## src/design/tcw_addr_alu.sv

```systemverilog
// shared address adder with end-of-range compare
module tcw_addr_alu #(
    parameter int AW = 11
) (
    input  logic [AW-1:0] i_a,
    input  logic [AW-1:0] i_b,
    input  logic [AW-1:0] i_lim,
    output logic [AW-1:0] o_sum,
    output logic          o_at_lim
);

    assign o_sum    = i_a + i_b;
    assign o_at_lim = (i_a == i_lim);

endmodule

```

## config.mk

```make
export PLATFORM = sky130hd
export DESIGN_NAME = tcw_addr_alu
export DESIGN_NICKNAME = d
export VERILOG_FILES = /design/src/design/tcw_addr_alu.sv
export SDC_FILE = /design/constraint.sdc
export NUM_CORES = 1
export LEC_CHECK = 0
export BUFFER_PORTS_ARGS = -buffer_cell sky130_fd_sc_hd__buf_2
export CAP_MARGIN = 20
export CORE_UTILIZATION = 23
export DETAILED_ROUTE_END_ITERATION = 8
export PLACE_DENSITY = 0.57
export SYNTH_ARGS = -nofsm -noshare
export SYNTH_HDL_FRONTEND = slang
export SYNTH_SLANG_ARGS = --single-unit
```

## constraint.sdc

```tcl
create_clock -name vclk -period 4
set_input_delay 0.2 -clock vclk [all_inputs]
set_output_delay 0.2 -clock vclk [all_outputs]
set_load 0.005 [all_outputs]
```

After elaboration in Yosys (flattened, before gate mapping)

Index checks and enable logic that the tools add are counted.
W data, S select, Z words.

Add/sub/neg operators: 1
Equal/unequal tests: 1

Operator list:

| operator         | number |
|---|---|
| $add A11 B11 Y11 | 1 |
| $eq A11 B11 Y1   | 1 |

Register bits: 0
Output and inout bits: 12
Logic and storage cells: 2
Bits of input ports: 33

Depth between registers and ports, before layout

Gate-level depths: netlist of the first run.

Depth in word-level cells: 1
Gate-level depth with buffers: 8
Mapped depth without buffers: 8

Worst setup path before layout of the first run

No wires, ideal clock.

Path kind: input to output
From: input i_a[0]
To: output o_sum[8]
Path slack: 2264 ps
Path buffers: 0
Arrival time: 1536 ps
Data required time: 3800 ps
Cell stages on the path: 8
Path through: ha_1 inv_1 fa_1 nand2b_1 a21oi_1 nor3_1 a21oi_1 xor2_1

Word-level cells in the longest chain between the ends: 1

RTL lines:

| what             | RTL line | text |
|---|---|---|
| from (decl)      | 5        | `input logic [AW-1:0] i_a,` |
| $add A11 B11 Y11 | 12       | `assign o_sum = i_a + i_b;` |
| to (decl)        | 8        | `output logic [AW-1:0] o_sum,` |

No other way between the ends.

Worst setup path after layout of the first run

Ends and elaborated chain as after synthesis.

==> run_results.csv, run 1 <==
group,metric,value,unit
grt,grt_max_degree,7,
critical_path,cp-end-kind,"output pin",
worst_hold_path,hp-class,"in2out",
die,die_height,51.9,um
critical_path,required,3800,ps
placed_design,place.gp.congestion,0.715,
finish,nClkBuffers,0,
synth,yosysTopAreaCell,"xnor2_1",
drt,drt_iter0_markers,6,
drt,first_pass_iters,4,
synth,synth_area_per_cell,7.43,um2
die,initial_core_util,0.251,
timing,finalCritPeriodShare,0.508,
grt,grt_usage,0.109,
critical_path,arrival,1830,ps
drt,drc,0,
finish,regArea,0,um2
power,vdd_drop_max,0.0000636,V
clock_tree,cts_setup_buffers,0,
placed_design,place_ws,1960,ps
worst_hold_path,hp-start,"i_b[0]",
drt,via_per_inst,4.59,
grt,grt_antenna_before_repair,0,
timing,setup_viol,0,
placed_design,post-dp-hpwl,1410,um
timing,rsz0062_at_grt,"no",
synth,ys_top_cells_by_count,"xnor2_1 (18), ha_1 (10), inv_1 (7)",
synth,yosysWarnings,0,
finish,synthToLayoutAreaGrowth,45.5,%
synth,synth_most_common_cell,"xnor2_1",
drt,post_drt_wl_per_cell,10.6,um
power,power.density,156,nW/um2
placed_design,dp.cells,150,
outcome,outcome,"finished, final reports clean",
flow_run,cap_violations,0,
drt,vias,689,
timing,fmax,492,MHz
timing,fin_crit,2030,ps
finish,layout.cells.non_filler,150,
worst_hold_path,holdPathStages,3,
clock_tree,cts_resized,0,
placed_design,place_area,832,um2
timing,tns,0,ps
die,rows,17,
synth,netlist_area,572,um2
grt,overflow,0,
critical_path,crit_path_start_kind,"input pin",
power,power.leakage,0.424,nW
grt,grt_pass1_vias,592,
grt,grt_first_pass_wirelength,2340,um
timing,slew_violations,0,
timing,tightestPinTransition,293,ps
synth,synth_cells,77,
die,dieArea,2690,um2
finish,drive_above_1_share,0.410,
synth,synth_area_leaders,"xnor2_1 (28%), ha_1 (22%), a21oi_1 (5.3%), inv_1 (4.6%), xor2_1 (4.6%)",
synth,yosys.area.top_type_share,0.276,
timing,relSlewSlack,0.803,
critical_path,worstSetupPathType,"in2out",
synth,ys_seq_area_frac,0,
finish,nets,168,
worst_hold_path,holdPathEnd,"o_sum[0]",
critical_path,worstPathMaxFanout,2,
synth,synth.distinct_cells,22,
die,die_x,51.9,um
finish,diodes,0,
finish,design.seq.count,0,
timing,worst_slack,1970,ps
die,core-area,2280,um2
clock_tree,hold_buffers,0,
drt,ant_nets,0,
die,io_pins,45,
placed_design,io_buffers,45,
timing,hold_viol,0,
drt,finalWirelength,1590,um
synth,syn_nets,121,
finish,final_cell_area,832,um2
==> cells by family after synthesis <==
kind of cell | share of synthesized area
AOI/OAI and AO/OA | 0.177
xor gates and xnor gates | 0.322
adders and majority gates | 0.254
buffers and inverters | 0.0460
and+or+nand+nor | 0.201
==> stage by stage <==
| step | utilization | power, mW | hold WS (ps) |
|---|---|---|---|
| after floorplan | - | 0.0769 | 509 |
| after global placement | 0.366 | 0.127 | 686 |
| after CTS | 0.366 | 0.131 | 681 |
| after detailed placement | 0.366 | 0.129 | 673 |
| after global routing | 0.366 | 0.144 | 697 |
| final | 0.366 | 0.129 | 676 |
==> power breakdown <==
part	leakage (nW)	total [mW]	switching, mW	internal [mW]
Combinational	0.424	0.129	0.0626	0.0669
Clock	0	0	0	0
Sequential	0	0	0	0
Total	0.424	0.129	0.0626	0.0669
==> worst max-delay path, cell delays in order <==
cell and delay, ps:
buf_2 100, ha_1 190, inv_1 60, fa_1 390
nand2b_1 170, a21oi_1 190, nor3_1 100, a21oi_1 160
xor2_1 150, buf_2 130
==> worst max path at each step <==
stage                     to  slack, ps  startpoint  cells after the start
global placement    o_sum[8]       1980      i_a[0]                     10
global route        o_sum[8]       1800      i_a[0]                     10
floorplan           o_sum[8]       2260      i_a[0]                      8
detailed placement  o_sum[8]       1960      i_a[0]                     10
CTS                 o_sum[8]       1940      i_a[0]                     10
finish              o_sum[8]       1970      i_a[0]                     10
==> metal layers <==
metal | wire (um) | share of wire | track usage | up-vias
met1 | 753 | 0.47 | 0.157 | 298
li1 | - | - | - | 359
met2 | 712 | 0.45 | 0.188 | 32
met5 | 0 | 0 | 0 | -
met3 | 120 | 0.076 | 0.00585 | 0
met4 | 0 | 0 | 0 | 0
==> area by class of cell <==
| class | instances | area [um2] |
|---|---|---|
| inverter | 7 | 26.3 |
| multi-input combinational | 70 | 546 |
| timing repair buffer | 45 | 225 |
| tap | 28 | 35.0 |
| fill | 258 | 1440 |
==> placed cells by master, fill, tap and decap left out <==
cell type | netlist | layout
or2_2 | 1 | 1
a21o_1 | 1 | 1
o2111ai_2 | 1 | 1
buf_2 | 0 | 45
ha_1 | 10 | 10
xor2_1 | 3 | 3
a21oi_1 | 6 | 6
and3_1 | 1 | 1
nor3_1 | 3 | 3
nand4_1 | 2 | 2
inv_1 | 7 | 7
xnor2_1 | 18 | 18
o31ai_1 | 1 | 1
a21oi_2 | 2 | 2
a31oi_1 | 1 | 1
nand2_1 | 6 | 6
nand2b_1 | 1 | 1
o21a_1 | 1 | 1
nand3_1 | 5 | 5
nor2_1 | 3 | 3
nand3_2 | 1 | 1
o21ai_0 | 2 | 2
fa_1 | 1 | 1
Power figures use the tool's default switching activity.
==> run 2: changes to the inputs <==
==> constraint.sdc (replaced) <==
create_clock -name vclk -period 2
set_input_delay 0.1 -clock vclk [all_inputs]
set_output_delay 0.1 -clock vclk [all_outputs]
set_load 0.005 [all_outputs]
==> run 2 against run 1 <==
Against the previous run:
- cell area grew 0.45%
- non-clock buffer count is the same
- final cell count is the same
- clock-buffer cell count is the same
- power grew 100%
- combinational power grew 100%
- largest power group unchanged
==> run_results.csv, run 2 (synthesis results as in run 1) <==
group,metric,value,unit
finish,final_cell_area,836,um2
die,dieArea,2690,um2
timing,tightestPinTransition,293,ps
power,power.leakage,0.424,nW
power,vdd_drop_max,0.000127,V
outcome,outcome,"finished, final reports clean",
grt,grt_antenna_before_repair,0,
die,initial_core_util,0.251,
finish,nets,168,
worst_hold_path,hp-class,"in2out",
finish,layout.cells.most_common,"buf_2",
clock_tree,hold_buffers,0,
grt,grt_max_degree,7,
critical_path,worstSetupPathType,"in2out",
finish,most-common-layout-cells,"buf_2 (45), xnor2_1 (18), ha_1 (10)",
placed_design,place.gp.congestion,0.715,
drt,drc,0,
finish,nClkBuffers,0,
die,core-area,2280,um2
finish,diodes,0,
finish,design.seq.count,0,
drt,via_per_inst,4.58,
drt,finalWirelength,1610,um
critical_path,arrival,1720,ps
critical_path,crit_path_start_kind,"input pin",
timing,setup_viol,0,
placed_design,post-dp-hpwl,1420,um
critical_path,required,1900,ps
placed_design,io_buffers,45,
finish,multiInputGateArea,549,um2
flow_run,cap_violations,0,
drt,ant_nets,0,
critical_path,worstPathMaxFanout,2,
critical_path,crit_start,"i_a[0]",
timing,relSlewSlack,0.803,
die,die_height,51.9,um
finish,drive_above_1_share,0.418,
finish,regArea,0,um2
critical_path,cp-end-kind,"output pin",
timing,slew_violations,0,
drt,first_pass_iters,4,
drt,post_drt_wl_per_cell,10.7,um
drt,drt_iter0_markers,11,
clock_tree,cts_setup_buffers,0,
timing,fin_crit,1820,ps
timing,tns,0,ps
die,die_x,51.9,um
grt,overflow,0,
timing,finalCritPeriodShare,0.911,
grt,grt_usage,0.110,
grt,grt_first_pass_wirelength,2360,um
grt,grt_pass1_vias,585,
drt,vias,687,
timing,rsz0062_at_grt,"no",
finish,synthToLayoutAreaGrowth,46.2,%
placed_design,place_area,832,um2
timing,fmax,549,MHz
timing,hold_viol,0,
finish,final.fill_count,255,
critical_path,setup.worst_path.end,"o_sum[8]",
die,io_pins,45,
power,power.density,311,nW/um2
die,rows,17,
run 2: cell types whose count changed in the layout (fill, tap and decap cells not counted):
cell	before	now
a21oi_1	6	5
a21oi_2	2	3
run 2: critical path: stages:
cell      delay, ps
buf_2           100
ha_1            190
inv_1            60
fa_1            390
nand2b_1        190
a21oi_2         160
nor3_1           90
a21oi_1         160
xor2_1          150
buf_2           130
run 2: layer usage:
metal	routed length (um)	vias to the layer above	global-route usage
li1	-	359	-
met1	749	296	0.159
met2	735	32	0.190
met3	126	0	0.00585
met4	0	0	0
met5	0	-	0
run 2: final cells by class:
| cell class | count | share of cell area |
|---|---|---|
| timing repair buffer | 45 | 0.269 |
| inverter | 7 | 0.0314 |
| multi-input combinational | 70 | 0.657 |
| tap | 28 | 0.0419 |
run 2: how the worst min path moves through the flow:
stage / start / to / slack, ps / depth (start not counted)
after floorplan: i_b[0] / o_sum[0] / 310 / 1
after global placement: i_b[0] / o_sum[0] / 490 / 3
after global routing: i_b[0] / o_sum[0] / 510 / 3
after CTS: i_b[0] / o_sum[0] / 480 / 3
final: i_b[0] / o_sum[0] / 480 / 3
after detailed placement: i_b[0] / o_sum[0] / 480 / 3
run 2: power by group:
part / total, mW / switching, mW / internal [mW]
Sequential: 0 / 0 / 0
Clock: 0 / 0 / 0
Combinational: 0.260 / 0.126 / 0.134
run 2: metrics by stage:
| step | power [mW] | instances | utilization | hold WS (ps) | worst slack, ps |
|---|---|---|---|---|---|
| final | 0.260 | 150 | 0.367 | 479 | 178 |
| after global placement | 0.254 | 150 | 0.366 | 486 | 182 |
| after CTS | 0.261 | 150 | 0.366 | 481 | 134 |
| after global routing | 0.290 | 150 | 0.367 | 511 | 28.8 |
| after floorplan | 0.154 | 77 | - | 309 | 464 |
| after detailed placement | 0.259 | 150 | 0.366 | 476 | 152 |
run 2: timing repair:
| item | 4_1_cts | 5_1_grt |
|---|---|---|
| setup endpoints to repair | 0 | 1 |
| resized for setup | 0 | 1 |
| hold endpoints to repair | 0 | 0 |
